==> src/design/pft_pkg.sv <==
// Types, constants and the sine table of the floor texel fetch block
package pft_pkg;

  localparam int TEX_SIDE      = 64;
  localparam int TEX_BITS      = $clog2(TEX_SIDE);
  localparam int TEX_CELLS     = TEX_SIDE * TEX_SIDE;
  localparam int ADDR_W        = 2 * TEX_BITS;
  localparam int SCREEN_WIDTH  = 256;
  localparam int SCREEN_HEIGHT = 256;
  localparam int HALF_W        = SCREEN_WIDTH / 2;
  localparam int TRIG_DEPTH    = 1024;
  localparam int TRIG_BITS     = $clog2(TRIG_DEPTH);
  localparam int TRIG_QUARTER  = TRIG_DEPTH / 4;
  localparam int QIDX_W        = TRIG_BITS - 1;

  localparam int FRAC_W        = 14;
  localparam int MOD_W         = TEX_BITS + FRAC_W;
  localparam int POLY_A        = 25736;
  localparam int POLY_B        = 10512;
  localparam int POLY_C        = 1160;

  localparam int NUM_W         = 36;
  localparam int DEN_W         = 25;
  localparam int DIST_LO_W     = 18;
  localparam int DIST_HI_W     = NUM_W - DIST_LO_W;
  localparam int PROD_W        = DIST_LO_W + 1 + 16;
  localparam int SUM_W         = 54;

  localparam int FIFO_DEPTH    = 4;
  localparam int FIFO_PTR_W    = $clog2(FIFO_DEPTH);
  localparam int FIFO_CNT_W    = FIFO_PTR_W + 1;

  localparam logic signed [23:0] POS_X_RST      = 24'sd5120;
  localparam logic signed [23:0] POS_Z_RST      = 24'sd5120;
  localparam logic        [23:0] EYE_RST        = 24'd2560;
  localparam logic signed [23:0] VIEW_TOP_RST   = 24'sd2304;
  localparam logic        [19:0] FOCAL_RST      = 20'd8192;
  localparam logic        [15:0] HEADING_RST    = 16'd0;
  localparam logic        [11:0] ANGLE_STEP_RST = 12'd64;
  localparam logic        [15:0] QUARTER_TURN   = 16'd16384;

  typedef enum logic [2:0] {
    CFG_POS_X      = 3'd0,
    CFG_POS_Z      = 3'd1,
    CFG_EYE_HEIGHT = 3'd2,
    CFG_VIEW_TOP   = 3'd3,
    CFG_FOCAL_DIST = 3'd4,
    CFG_HEADING    = 3'd5,
    CFG_ANGLE_STEP = 3'd6
  } pft_cfg_e;

  typedef enum logic {
    ACT_LOAD   = 1'b0,
    ACT_RENDER = 1'b1
  } pft_action_e;

  typedef struct packed {
    logic       action;
    logic [11:0] texel_index;
    logic [7:0] texel_red;
    logic [7:0] texel_green;
    logic [7:0] texel_blue;
    logic [7:0] column;
    logic [7:0] row;
  } pft_in_t;

  typedef struct packed {
    logic [7:0] pix_column;
    logic [7:0] pix_row;
    logic       drawn;
    logic [7:0] red;
    logic [7:0] green;
    logic [7:0] blue;
  } pft_out_t;

  typedef struct packed {
    logic signed [23:0] pos_x;
    logic signed [23:0] pos_z;
  } pft_pos_t;

  // Classified item, minus the division operands
  typedef struct packed {
    logic        action;
    logic [11:0] texel_index;
    logic [23:0] rgb;
    logic [7:0]  column;
    logic [7:0]  row;
    logic        drawn;
    logic [15:0] angle;
  } pft_meta_t;

  typedef struct packed {
    pft_meta_t          meta;
    logic [DEN_W-1:0]   den;
    logic [NUM_W-1:0]   num;
  } pft_item_t;

  typedef logic [14:0] pft_qtab_t [TRIG_QUARTER+1];

  // Quarter-wave sine, Q1.14, entry k at phase k/TRIG_DEPTH of a turn
  function automatic pft_qtab_t build_qsin();
    pft_qtab_t tab;
    longint t, t2, inner, mid, s;
    for (int k = 0; k <= TRIG_QUARTER; k++) begin
      t     = (longint'(k) << 16) / TRIG_DEPTH;
      t2    = (t * t) >> 14;
      inner = POLY_B - ((t2 * POLY_C) >> 14);
      mid   = POLY_A - ((t2 * inner) >> 14);
      s     = (t * mid) >> 14;
      tab[k] = 15'(s);
    end
    return tab;
  endfunction

  localparam pft_qtab_t QSIN = build_qsin();

  function automatic logic signed [15:0] pft_sin(input logic [15:0] angle);
    logic [TRIG_BITS-1:0] idx;
    logic [1:0]           quad;
    logic [QIDX_W-2:0]    j;
    logic [QIDX_W-1:0]    k;
    logic [14:0]          s;
    idx  = angle[15 -: TRIG_BITS];
    quad = idx[TRIG_BITS-1 -: 2];
    j    = idx[TRIG_BITS-3:0];
    k    = quad[0] ? (QIDX_W'(TRIG_QUARTER) - {1'b0, j}) : {1'b0, j};
    s    = QSIN[k];
    return quad[1] ? -$signed({1'b0, s}) : $signed({1'b0, s});
  endfunction

endpackage

==> src/design/pft_fifo.sv <==
// Short queue that decouples the front end from the divider and fetch back end
module pft_fifo import pft_pkg::*; (
  input  logic      clk_i,
  input  logic      rst_ni,
  input  logic      push_valid_i,
  input  pft_item_t push_item_i,
  output logic      push_ready_o,
  input  logic      pop_i,
  output logic      pop_valid_o,
  output pft_item_t pop_item_o
);

  pft_item_t             mem_q [FIFO_DEPTH];
  logic [FIFO_PTR_W-1:0] wr_q, rd_q;
  logic [FIFO_CNT_W-1:0] cnt_q;
  logic                  push, pop;

  assign push_ready_o = cnt_q != FIFO_CNT_W'(FIFO_DEPTH);
  assign pop_valid_o  = cnt_q != '0;
  assign push         = push_valid_i && push_ready_o;
  assign pop          = pop_i && pop_valid_o;
  assign pop_item_o   = mem_q[rd_q];

  always_ff @(posedge clk_i or negedge rst_ni) begin
    if (!rst_ni) begin
      wr_q  <= '0;
      rd_q  <= '0;
      cnt_q <= '0;
    end else begin
      if (push) wr_q <= wr_q + 1'b1;
      if (pop)  rd_q <= rd_q + 1'b1;
      if (push && !pop) begin
        cnt_q <= cnt_q + 1'b1;
      end else if (pop && !push) begin
        cnt_q <= cnt_q - 1'b1;
      end
    end
  end

  always_ff @(posedge clk_i) begin
    if (push) begin
      mem_q[wr_q] <= push_item_i;
    end
  end

endmodule

==> config.mk <==
export PLATFORM = sky130hd
export DESIGN_NAME = pft_fifo
export DESIGN_NICKNAME = d
export VERILOG_FILES = /design/src/design/pft_pkg.sv /design/src/design/pft_fifo.sv
export SDC_FILE = /design/constraint.sdc
export NUM_CORES = 1
export LEC_CHECK = 0
export BUFFER_PORTS_ARGS = -buffer_cell sky130_fd_sc_hd__buf_2
export CAP_MARGIN = 25
export CORE_ASPECT_RATIO = 0.5
export CORE_MARGIN = 3
export CORE_UTILIZATION = 57
export DETAILED_ROUTE_END_ITERATION = 8
export MAX_ROUTING_LAYER = met4
export PLACE_DENSITY = 0.9
export SLEW_MARGIN = 20
export SYNTH_ARGS = -nofsm -noshare
export SYNTH_HDL_FRONTEND = slang
export SYNTH_SLANG_ARGS = --single-unit
==> constraint.sdc <==
create_clock -name clk_i -period 5.35 [get_ports clk_i]
set_clock_uncertainty 0.2 [all_clocks]
set_input_delay 0.2675 -clock clk_i [delete_from_list [all_inputs] [get_ports clk_i]]
set_output_delay 0.2675 -clock clk_i [all_outputs]
set_load 0.01 [all_outputs]
==> key figures <==
Clock tree
  • Clock latency on the worst-skew pair: 0.53 ns
  • CTS H-tree lvls: 2
  • CTS resizes: 0
  • Number of CTS-inserted buffers: 44
  • CTS sink cnt: 531
  • CTS Buffer Depth: 3
  • Clk pin slew, worst setup/hold paths: 0.08 ns
  • CTS tree: built
  • Root buffer cell: clkbuf_16

Yosys
  • Sequential-to-total area share from yosys stat: 82.47%
  • Post-synth net total: 861
  • Mapped Avg Cell Area: 26.79 sq um
  • Synth Warn #: 0
  • Cell count after synthesis: 720
  • Synthesized area: between 15000 and 20000 sq um
  • #FFs+latches synth: 531
  • Distinct cells, synth: 18

STA
  • Number of setup violations in the final report: 0
  • Final count of pins violating max slew: 0
  • RSZ-0062 raised after global routing: no
  • Setup WS post-layout: 1.936 ns
  • Maximum clock frequency: approximately 300 MHz
  • Slew at the pin closest to its max-slew limit: 1.005 ns
  • Period utilization: 63.81%
  • Final min period: roughly 3.4 ns
  • Max-slew headroom: between 30% and 40%
  • Setup_tns: 0 ns
  • WHS: 0.2631 ns
  • Final Hold Vio Count: 0

GRT
  • GRT Resource Usage Total: 28.42%
  • Initial antenna violation count: 7
  • Vias in the first global route: 10664
  • Grt ovf: 0
  • First-pass GRT wire length: 71700 um
  • Largest net degree at the start of global routing: 79

Run status
  • Run status: complete, no violations

Floorplan
  • Core Footprint: 32520 sq um
  • Starting Density: 59.33%
  • Die X: 266.2 um
  • Site row count: between 40 and 50
  • Die height: around 140 um
  • Die area: 36220 sq um
  • I/O pin cnt: approximately 270

Route
  • DRT antenna net count: 0
  • 1st-iter DRT viols: 1314
  • Detailed-route vias per instance: 6.299
  • Post-Route WL: 49930 um
  • Via count: between 10000 and 15000
  • M1 wire length: ~17000 um
  • Met3 Routed Length: roughly 3000 um
  • Drc violations: 0
  • Top sig layer: met4
  • DR WL/cell: approximately 31 um
  • Drt first pass iters: 5
  • Met2 WL: 27180 um

Power and ir drop
  • Clock Power Share: 26.3%
  • Logic pwr share: 28.8%
  • Sw Share: 30.67%
  • Pint: ~9.2 mW
  • Max VDD drop: 0.3745 mV
  • Sw Pwr: between 4 and 5 mW
  • Leakage Power: ~8.3 nW
  • Pwr Density: ~550 nW/um^2
  • Power share of the sequential group: roughly 45%

Place
  • Pre-CTS WS: 2.479 ns
  • IO buf count: between 200 and 300
  • Cell Area, Placed: 21130 sq um
  • GPL Wtd Cong: 0.7648
  • Hpwl dp: 24250 um

Worst setup path
  • Critical Path AT: 2.95 ns
  • CP Class: flop to output pin
  • CP startpoint kind: flop
  • CP required: a little under 5 ns
  • Crit end category: output pin
  • Path depth of the worst reg2reg path: 4
  • Crit path max fanout: 46

Job
  • Max-cap violation count: 0

Min path
  • Hold path cells: 2
  • Hold/Removal Path Class: primary input to flop

Finish
  • Share of layout cells above drive strength 1: between 40% and 50%
  • Post-Route Utilization: between 70% and 80%
  • Filler cell count: 1658
  • Fin nets: 1288
  • Non-Filler Cell Area, Final: 24040 sq um
  • Synth-to-Final Area Change: 24.59%
==> through the flow <==
step	cells	power, mW
5_1_grt	1621	13.72
4_1_cts	1613	13.19
6_report	1625	13.30
2_1_floorplan	720	8.246
3_3_place_gp	1398	9.450
3_5_place_dp	1398	9.603
==> power groups by stage <==
stage	combinational (mW)	sequential, mW	clock [mW]
after floorplan	2.44	5.80	0
after global placement	3.54	5.91	0
after detailed placement	3.62	5.99	0
after CTS	3.77	5.94	3.48
after global routing	4.00	6.04	3.68
final	3.83	5.98	3.50
==> critical path, cell delays in order, from the launching register on <==
cell	delay, ns
dfrtp_4	1.04
buf_4	0.54
mux4_2	0.60
buf_2	0.18
==> Yosys cell counts <==
master	count	area, sq um
nand2_1	2	7.510
or3_1	1	6.260
nor2_1	2	7.510
ha_1	5	62.56
clkbuf_1	5	18.77
inv_1	3	11.26
fa_1	1	20.02
a21boi_2	1	11.26
buf_6	9	101.4
edfxtp_1	524	15740
dfrtp_1	7	175.2
and2_1	4	25.02
mux4_2	131	2950
xnor2_1	4	35.03
xor2_1	2	17.52
buf_2	16	80.08
nand3_1	1	5.000
mux2_2	2	22.52
==> cell usage in the layout (no fill, tap or decap), types with 6 or more instances in the layout <==
master,Yosys,final
edfxtp_1,524,524
buf_2,16,267
dlygate4sd3_1,0,135
mux4_2,131,131
clkbuf_16,0,45
diode_2,0,12
clkbuf_1,5,10
bufinv_16,0,9
clkinv_2,0,7
buf_12,0,6
==> kinds of logic (layout without fill, tap and decap cells) <==
group	count (synthesis)	count (layout)	share of synthesized area (%)
flip-flops	531	531	82.47
multiplexers	133	133	15.41
buffers and inverters	33	494	1.096
AND/OR/NAND/NOR	10	10	0.2659
adder cells (fa/ha/maj)	6	6	0.4280
XOR/XNOR	6	6	0.2724
AO/OA/AOI/OAI	1	1	0.05837
other	0	12	0
==> sequential cells by signal, indices dropped and copies added, names as in the netlist <==
signal	count
cnt_q	3
mem_q	524
wr_q	2
rd_q	2
==> layer usage <==
metal,track usage (%),vias up
li1,-,3988
met1,32.42,5340
met4,13.59,0
met2,50.53,713
met5,-,-
met3,4.087,195
==> timing repair <==
action / CTS / global route
hold buffers: 135 / 0
hold endpoints to repair: 534 / 0
setup buffers: 0 / 0
==> final timing paths <==
kind | from | to | slack [ns]
min reg2reg | cnt_q[2] | cnt_q[2] | 0.39
max | rd_q[0] | pop_item_o[104] | 1.94
min | push_item_i[96] | mem_q[0][96] | 0.26
max reg2reg | cnt_q[0] | mem_q[3][52] | 2.47
min in group asynchronous | rst_ni | rd_q[0] | 0.53
max in group asynchronous | rst_ni | rd_q[1] | 4.12
==> final cells by class <==
cell class / count / area, sq um / share of cell area, %
diodes: 12 / 30.03 / 0.1249
clock buffers: 56 / 1177 / 4.898
clock inverters: 24 / 347.8 / 1.447
repair buffers: 411 / 2830 / 11.78
well taps: 432 / 540.5 / 2.249
flip-flops and latches: 531 / 15920 / 66.23
multi-input cells: 156 / 3181 / 13.23
inverters: 3 / 11.26 / 0.04685
Note: power is estimated with default switching activity, not from simulation.
