===== src/design/pft_pkg.sv =====
// Types, constants and the sine table of the floor texel fetch block
package pft_pkg;

  localparam int TEX_SIDE      = 64;
  localparam int TEX_BITS      = $clog2(TEX_SIDE);
  localparam int TEX_CELLS     = TEX_SIDE * TEX_SIDE;
  localparam int ADDR_W        = 2 * TEX_BITS;
  localparam int SCREEN_WIDTH  = 256;
  localparam int SCREEN_HEIGHT = 256;
  localparam int HALF_W        = SCREEN_WIDTH / 2;
  localparam int TRIG_DEPTH    = 1024;
  localparam int TRIG_BITS     = $clog2(TRIG_DEPTH);
  localparam int TRIG_QUARTER  = TRIG_DEPTH / 4;
  localparam int QIDX_W        = TRIG_BITS - 1;

  localparam int FRAC_W        = 14;
  localparam int MOD_W         = TEX_BITS + FRAC_W;
  localparam int POLY_A        = 25736;
  localparam int POLY_B        = 10512;
  localparam int POLY_C        = 1160;

  localparam int NUM_W         = 36;
  localparam int DEN_W         = 25;
  localparam int DIST_LO_W     = 18;
  localparam int DIST_HI_W     = NUM_W - DIST_LO_W;
  localparam int PROD_W        = DIST_LO_W + 1 + 16;
  localparam int SUM_W         = 54;

  localparam int FIFO_DEPTH    = 4;
  localparam int FIFO_PTR_W    = $clog2(FIFO_DEPTH);
  localparam int FIFO_CNT_W    = FIFO_PTR_W + 1;

  localparam logic signed [23:0] POS_X_RST      = 24'sd5120;
  localparam logic signed [23:0] POS_Z_RST      = 24'sd5120;
  localparam logic        [23:0] EYE_RST        = 24'd2560;
  localparam logic signed [23:0] VIEW_TOP_RST   = 24'sd2304;
  localparam logic        [19:0] FOCAL_RST      = 20'd8192;
  localparam logic        [15:0] HEADING_RST    = 16'd0;
  localparam logic        [11:0] ANGLE_STEP_RST = 12'd64;
  localparam logic        [15:0] QUARTER_TURN   = 16'd16384;

  typedef enum logic [2:0] {
    CFG_POS_X      = 3'd0,
    CFG_POS_Z      = 3'd1,
    CFG_EYE_HEIGHT = 3'd2,
    CFG_VIEW_TOP   = 3'd3,
    CFG_FOCAL_DIST = 3'd4,
    CFG_HEADING    = 3'd5,
    CFG_ANGLE_STEP = 3'd6
  } pft_cfg_e;

  typedef enum logic {
    ACT_LOAD   = 1'b0,
    ACT_RENDER = 1'b1
  } pft_action_e;

  typedef struct packed {
    logic       action;
    logic [11:0] texel_index;
    logic [7:0] texel_red;
    logic [7:0] texel_green;
    logic [7:0] texel_blue;
    logic [7:0] column;
    logic [7:0] row;
  } pft_in_t;

  typedef struct packed {
    logic [7:0] pix_column;
    logic [7:0] pix_row;
    logic       drawn;
    logic [7:0] red;
    logic [7:0] green;
    logic [7:0] blue;
  } pft_out_t;

  typedef struct packed {
    logic signed [23:0] pos_x;
    logic signed [23:0] pos_z;
  } pft_pos_t;

  // Classified item, minus the division operands
  typedef struct packed {
    logic        action;
    logic [11:0] texel_index;
    logic [23:0] rgb;
    logic [7:0]  column;
    logic [7:0]  row;
    logic        drawn;
    logic [15:0] angle;
  } pft_meta_t;

  typedef struct packed {
    pft_meta_t          meta;
    logic [DEN_W-1:0]   den;
    logic [NUM_W-1:0]   num;
  } pft_item_t;

  typedef logic [14:0] pft_qtab_t [TRIG_QUARTER+1];

  // Quarter-wave sine, Q1.14, entry k at phase k/TRIG_DEPTH of a turn
  function automatic pft_qtab_t build_qsin();
    pft_qtab_t tab;
    longint t, t2, inner, mid, s;
    for (int k = 0; k <= TRIG_QUARTER; k++) begin
      t     = (longint'(k) << 16) / TRIG_DEPTH;
      t2    = (t * t) >> 14;
      inner = POLY_B - ((t2 * POLY_C) >> 14);
      mid   = POLY_A - ((t2 * inner) >> 14);
      s     = (t * mid) >> 14;
      tab[k] = 15'(s);
    end
    return tab;
  endfunction

  localparam pft_qtab_t QSIN = build_qsin();

  function automatic logic signed [15:0] pft_sin(input logic [15:0] angle);
    logic [TRIG_BITS-1:0] idx;
    logic [1:0]           quad;
    logic [QIDX_W-2:0]    j;
    logic [QIDX_W-1:0]    k;
    logic [14:0]          s;
    idx  = angle[15 -: TRIG_BITS];
    quad = idx[TRIG_BITS-1 -: 2];
    j    = idx[TRIG_BITS-3:0];
    k    = quad[0] ? (QIDX_W'(TRIG_QUARTER) - {1'b0, j}) : {1'b0, j};
    s    = QSIN[k];
    return quad[1] ? -$signed({1'b0, s}) : $signed({1'b0, s});
  endfunction

endpackage


===== src/design/pft_if.sv =====
// Valid/ready stream interfaces for the input items and the rendered pixels
interface pft_in_if import pft_pkg::*; ();
  logic    valid;
  logic    ready;
  pft_in_t data;
  modport source (output valid, output data, input ready);
  modport sink (input valid, input data, output ready);
endinterface



===== src/design/pft_front.sv =====
// Front end: configuration registers, input accept, horizon test and operand setup
module pft_front import pft_pkg::*; (
  input  logic            clk_i,
  input  logic            rst_ni,
  input  logic            cfg_we_i,
  input  logic [2:0]      cfg_idx_i,
  input  logic [23:0]     cfg_wdata_i,
  pft_in_if.sink          in_if,
  output logic            item_valid_o,
  output pft_item_t       item_o,
  input  logic            item_ready_i,
  output pft_pos_t        pos_o
);

  logic signed [23:0] pos_x_q, pos_z_q, view_top_q;
  logic        [23:0] eye_q;
  logic        [19:0] focal_q;
  logic        [15:0] heading_q;
  logic        [11:0] step_q;

  logic       fv_q, fv_d;
  pft_item_t  item_q, item_d;
  logic       accept;

  logic signed [25:0] line;
  logic signed [25:0] den_full;
  logic        [43:0] prod;
  logic signed [10:0] offset;
  logic signed [23:0] turn;

  always_ff @(posedge clk_i or negedge rst_ni) begin
    if (!rst_ni) begin
      pos_x_q    <= POS_X_RST;
      pos_z_q    <= POS_Z_RST;
      eye_q      <= EYE_RST;
      view_top_q <= VIEW_TOP_RST;
      focal_q    <= FOCAL_RST;
      heading_q  <= HEADING_RST;
      step_q     <= ANGLE_STEP_RST;
    end else if (cfg_we_i) begin
      unique case (cfg_idx_i)
        CFG_POS_X:      pos_x_q    <= cfg_wdata_i;
        CFG_POS_Z:      pos_z_q    <= cfg_wdata_i;
        CFG_EYE_HEIGHT: eye_q      <= cfg_wdata_i;
        CFG_VIEW_TOP:   view_top_q <= cfg_wdata_i;
        CFG_FOCAL_DIST: focal_q    <= cfg_wdata_i[19:0];
        CFG_HEADING:    heading_q  <= cfg_wdata_i[15:0];
        CFG_ANGLE_STEP: step_q     <= cfg_wdata_i[11:0];
        default: ;
      endcase
    end
  end

  assign in_if.ready = !fv_q || item_ready_i;
  assign accept      = in_if.valid && in_if.ready;

  always_comb begin
    line     = 26'(view_top_q) - $signed({2'b00, in_if.data.row, 8'b0});
    den_full = $signed({2'b00, eye_q}) - line;
    prod     = focal_q * eye_q;
    offset   = $signed({3'b000, in_if.data.column}) - $signed(11'(HALF_W));
    turn     = offset * $signed({1'b0, step_q});

    item_d.meta.action      = in_if.data.action;
    item_d.meta.texel_index = in_if.data.texel_index;
    item_d.meta.rgb         = {in_if.data.texel_red, in_if.data.texel_green,
                               in_if.data.texel_blue};
    item_d.meta.column      = in_if.data.column;
    item_d.meta.row         = in_if.data.row;
    item_d.meta.drawn       = $signed({2'b00, eye_q}) > line;
    item_d.meta.angle       = heading_q + turn[15:0];
    item_d.den              = den_full[DEN_W-1:0];
    // The 1/256 of the denominator is folded into the numerator
    item_d.num              = prod[43:8];
  end

  assign fv_d = accept || (fv_q && !item_ready_i);

  always_ff @(posedge clk_i or negedge rst_ni) begin
    if (!rst_ni) begin
      fv_q <= 1'b0;
    end else begin
      fv_q <= fv_d;
    end
  end

  always_ff @(posedge clk_i) begin
    if (accept) begin
      item_q <= item_d;
    end
  end

  assign item_valid_o = fv_q;
  assign item_o       = item_q;
  assign pos_o.pos_x  = pos_x_q;
  assign pos_o.pos_z  = pos_z_q;

endmodule


===== src/flat_wrapper.sv =====
// flat-port wrapper written by rule: the top's interface ports become plain ports
module pft_front_flat import pft_pkg::*;
  (clk_i, rst_ni, cfg_we_i, cfg_idx_i, cfg_wdata_i, item_valid_o, item_o, item_ready_i, pos_o, in_if_valid, in_if_data, in_if_ready);
  pft_in_if in_if_i ();
  input  logic clk_i;
  input  logic rst_ni;
  input  logic cfg_we_i;
  input  logic [2:0] cfg_idx_i;
  input  logic [23:0] cfg_wdata_i;
  output logic item_valid_o;
  output pft_item_t item_o;
  input  logic item_ready_i;
  output pft_pos_t pos_o;
  input wire logic [$bits(in_if_i.valid)-1:0] in_if_valid;
  input wire logic [$bits(in_if_i.data)-1:0] in_if_data;
  output wire logic [$bits(in_if_i.ready)-1:0] in_if_ready;
  assign in_if_i.valid = in_if_valid;
  assign in_if_i.data = in_if_data;
  assign in_if_ready = in_if_i.ready;
  pft_front u_core (.clk_i(clk_i), .rst_ni(rst_ni), .cfg_we_i(cfg_we_i), .cfg_idx_i(cfg_idx_i), .cfg_wdata_i(cfg_wdata_i), .in_if(in_if_i), .item_valid_o(item_valid_o), .item_o(item_o), .item_ready_i(item_ready_i), .pos_o(pos_o));
endmodule

===== config.mk =====
export PLATFORM = sky130hd
export DESIGN_NAME = pft_front_flat
export DESIGN_NICKNAME = d
export VERILOG_FILES = /design/src/design/pft_pkg.sv /design/src/design/pft_if.sv /design/src/design/pft_front.sv /design/src/flat_wrapper.sv
export SDC_FILE = /design/constraint.sdc
export NUM_CORES = 2
export LEC_CHECK = 0
export ABC_AREA = 0
export BUFFER_PORTS_ARGS = -buffer_cell sky130_fd_sc_hd__buf_2
export CAP_MARGIN = 20
export CORE_ASPECT_RATIO = 0.75
export CORE_MARGIN = 2
export CORE_UTILIZATION = 35
export CTS_BUF_LIST = sky130_fd_sc_hd__clkbuf_16
export CTS_CLUSTER_DIAMETER = 60
export DETAILED_ROUTE_END_ITERATION = 10
export MAX_ROUTING_LAYER = met4
export SLEW_MARGIN = 5
export SYNTH_ARGS = -nofsm -noshare
export SYNTH_HDL_FRONTEND = slang
export SYNTH_SLANG_ARGS = --single-unit

===== constraint.sdc =====
create_clock -name clk_i -period 9.7 [get_ports clk_i]
set_clock_uncertainty 0.15 [all_clocks]
set_input_delay 2.425 -clock clk_i [delete_from_list [all_inputs] [get_ports clk_i]]
set_output_delay 2.425 -clock clk_i [all_outputs]
set_load 0.005 [all_outputs]

==> results.yml <==
outcome:
  status: "finished clean"
critical_path:
  cp.required_ns: 9.89
  cp-end-kind: "register"
  rr_worst_depth: 20
  path_max_fanout: 25
  path_cells: "nand2_1 > fa_1 > inv_1 > fa_1 > fa_1 > fa_1 > fa_1 > fa_1 > inv_1 > fa_1 > inv_1 > ha_1 > a21o_1 > a21o_1 > a21oi_1 > o211ai_1 > a32o_1 > a31oi_1 > a21oi_1 > a311o_1"
  r2r-start: "u_core.focal_q[12]$_DFFE_PN0P_"
  path_common_cell: "fa_1"
  cpMaxStageDelayCell: "dfrtp_1"
  endpoint: "u_core.item_o[35]$_DFFE_PP_"
  cp.arrival_ns: 8.06
  max_stage_delay_ns: 1.07
  r2r-end: "u_core.item_o[35]$_DFFE_PP_"
  r2r_setup_slack_ns: 1.83
  crit_type: "reg -> reg"
  critPathLaunchType: "register"
  cp-startpoint: "u_core.focal_q[12]$_DFFE_PN0P_"
synth:
  syn_area_um2: 29700
  ys_types: 62
  ys_warn_count: 0
  synth_edf_count: 131
  postSynthCellCount: 2793
  synthesis.nets: 3574
  synth_ff_type: "dfrtp_1"
  syn_area_per_cell_um2: 10.6
  synthArstFlopShare_pct: 52.5
  yosysSeqAreaShare_pct: 25.5
  synth-seq-cells: 276
global_route:
  grt_max_degree: 80
  grt-ovfl-total: 0
  track_usage_pct: 18.2
  grt_pass1_vias: 20800
  grt_pass1_wl_um: 121000
  antenna_found_initial: 3
route:
  final_antenna_net_count: 0
  wire_per_inst_um: 17.9
  drt_iter0_markers: 1252
  routed_wl_um: 74400
  viasPerCell: 4.75
  vias: 19800
  firstDrtPassIters: 5
  drc_errors: 0
layout:
  nNetsFinal: 3791
  multi_input_area_um2: 19700
  mostFrequentLayoutCells: "552 x inv_1, 468 x fa_1, 303 x and2_1"
  diodes: 0
  fill_cells: 8365
  regArea_um2: 7570
  synthToLayoutAreaGrowth_pct: 12.9
  finalInstanceArea_um2: 33500
  drive_gt1_share_pct: 17.4
  layout_commonest_cell: "inv_1"
clock_network:
  cts-root-buf: "clkbuf_16"
  cts_buffer_depth: 3
  cts_buffers: 37
  post-cts-setup-buffers: 0
  clk_latency_ns: 0.59
  cts_tree: "yes"
  cts.clk_slew.worst_paths_ns: 0.06
  clock-sinks: 276
  cts_resized: 0
  ctsHoldBuffers: 0
  h-tree-depth: 2
sta:
  fin_crit_sh_pct: 81.1
  max_freq_mhz: 127
  layout_setup_ws_ns: 1.83
  maxSlewHeadroom_pct: 25.9
  finalHoldViolCount: 0
  period_minus_slack_ns: 7.87
  worstMarginPinSlew_ns: 1.11
  setup_viol: 0
  tns_ns: 0
  finalMaxSlewViolations: 0
  rsz0062_at_grt: "no"
die:
  ios: 266
  die_x_um: 340
  die_y_um: 256
  num_rows: 92
  start_util_pct: 35.4
  core_area_um2: 84000
  die_area_um2: 87300
hold_path:
  min_path_type: "reg -> reg"
place:
  place_hpwl_um: 57400
  pre_cts_slack_ns: 1.91
  port_buffers: 265
  placed_area_um2: 32300
  gp_congestion: 0.875
flow_run:
  cap_violations: 0
==> final cells by class <==
cell class / count / area share [%]
clock buffer: 37 / 2.76
clock inverter: 31 / 1.04
inverter: 548 / 6.13
multi-input combinational: 1853 / 58.7
sequential: 276 / 22.6
tap: 1128 / 4.21
timing repair buffer: 294 / 4.62
==> sequential cells by signal, summed over array words and instances (netlist names) <==
signal	cells
u_core.eye_q	24
u_core.focal_q	20
u_core.heading_q	16
u_core.item_o	131
u_core.item_valid_o	1
u_core.pos_x_q	24
u_core.pos_z_q	24
u_core.step_q	12
u_core.view_top_q	24
==> metrics by stage <==
stage,util (%),hold slack (ns),cells
detailed placement,38.4,0.340,4099
finish,39.9,0.352,4167
global route,39.9,0.359,4167
CTS,39.9,0.354,4167
global placement,38.4,0.335,4098
floorplan,-,0.329,2793
==> critical path: cells and delay by family (launching register included) <==
family	cells	cell delay (ns)
adder cells (fa/ha/maj)	8	3.79
AO/OA/AOI/OAI	8	2.26
flip-flops	1	1.07
AND/OR/NAND/NOR	1	0.18
buffers and inverters	3	0.13
==> metal layers <==
| metal | wire (um) | global-route usage (%) | part of all wire, % |
|---|---|---|---|
| met1 | 35800 | 26.3 | 48 |
| met2 | 31900 | 26.2 | 43 |
| met3 | 5190 | 3.57 | 7.0 |
| met4 | 1520 | 3.95 | 2.0 |
| met5 | 0 | - | 0 |
==> synth_stat cells (3+ instances only) <==
cell type / instances / area, um2
inv_1: 548 / 2060
fa_1: 468 / 9370
and2_1: 304 / 1900
nand2_1: 294 / 1100
ha_1: 228 / 2850
mux2_2: 142 / 1600
dfrtp_1: 135 / 3380
edfxtp_1: 131 / 3930
clkbuf_1: 114 / 428
xnor2_1: 74 / 648
a21oi_1: 47 / 235
nor2_1: 47 / 176
o21ai_0: 32 / 160
a21o_1: 26 / 195
xor2_1: 19 / 166
nor3_1: 16 / 80.1
o21a_1: 16 / 120
nor2b_1: 14 / 87.6
nand3_1: 12 / 60.1
nand2b_1: 11 / 68.8
dfstp_2: 10 / 263
nand4_1: 9 / 56.3
a21boi_0: 7 / 52.6
o21bai_1: 7 / 52.6
a211oi_1: 6 / 45.0
nor4_1: 6 / 37.5
or2_2: 6 / 37.5
and3_1: 5 / 31.3
or3_1: 5 / 31.3
a31oi_1: 4 / 25.0
nand4b_1: 3 / 26.3
nor3b_1: 3 / 22.5
o31a_1: 3 / 26.3
o31ai_1: 3 / 22.5
or4_1: 3 / 22.5
==> worst min path at each step <==
stage	start	endpoint	slack, ns	cells after the start
finish	u_core.pos_x_q[6]$_DFFE_PN0P_	u_core.pos_x_q[6]$_DFFE_PN0P_	0.35	1
CTS	u_core.pos_z_q[5]$_DFFE_PN0P_	u_core.pos_z_q[5]$_DFFE_PN0P_	0.35	1
global route	u_core.pos_z_q[5]$_DFFE_PN0P_	u_core.pos_z_q[5]$_DFFE_PN0P_	0.36	1
global placement	u_core.pos_z_q[5]$_DFFE_PN0P_	u_core.pos_z_q[5]$_DFFE_PN0P_	0.34	1
detailed placement	u_core.pos_x_q[22]$_DFFE_PN0P_	u_core.pos_x_q[22]$_DFFE_PN0P_	0.34	1
floorplan	u_core.view_top_q[3]$_DFFE_PN0P_	u_core.view_top_q[3]$_DFFE_PN0P_	0.33	1
==> cell families after synthesis <==
group | synth area share (%)
AND/OR/NAND/NOR | 12.8
adder cells (fa/ha/maj) | 41.1
buffers and inverters | 8.39
flip-flops | 25.5
AO/OA/AOI/OAI | 4.12
multiplexers | 5.38
XOR/XNOR | 2.74
Power is left out: the tool's default activity adds up to more than one toggle a clock period on the data nets, which glitch-free logic cannot reach.
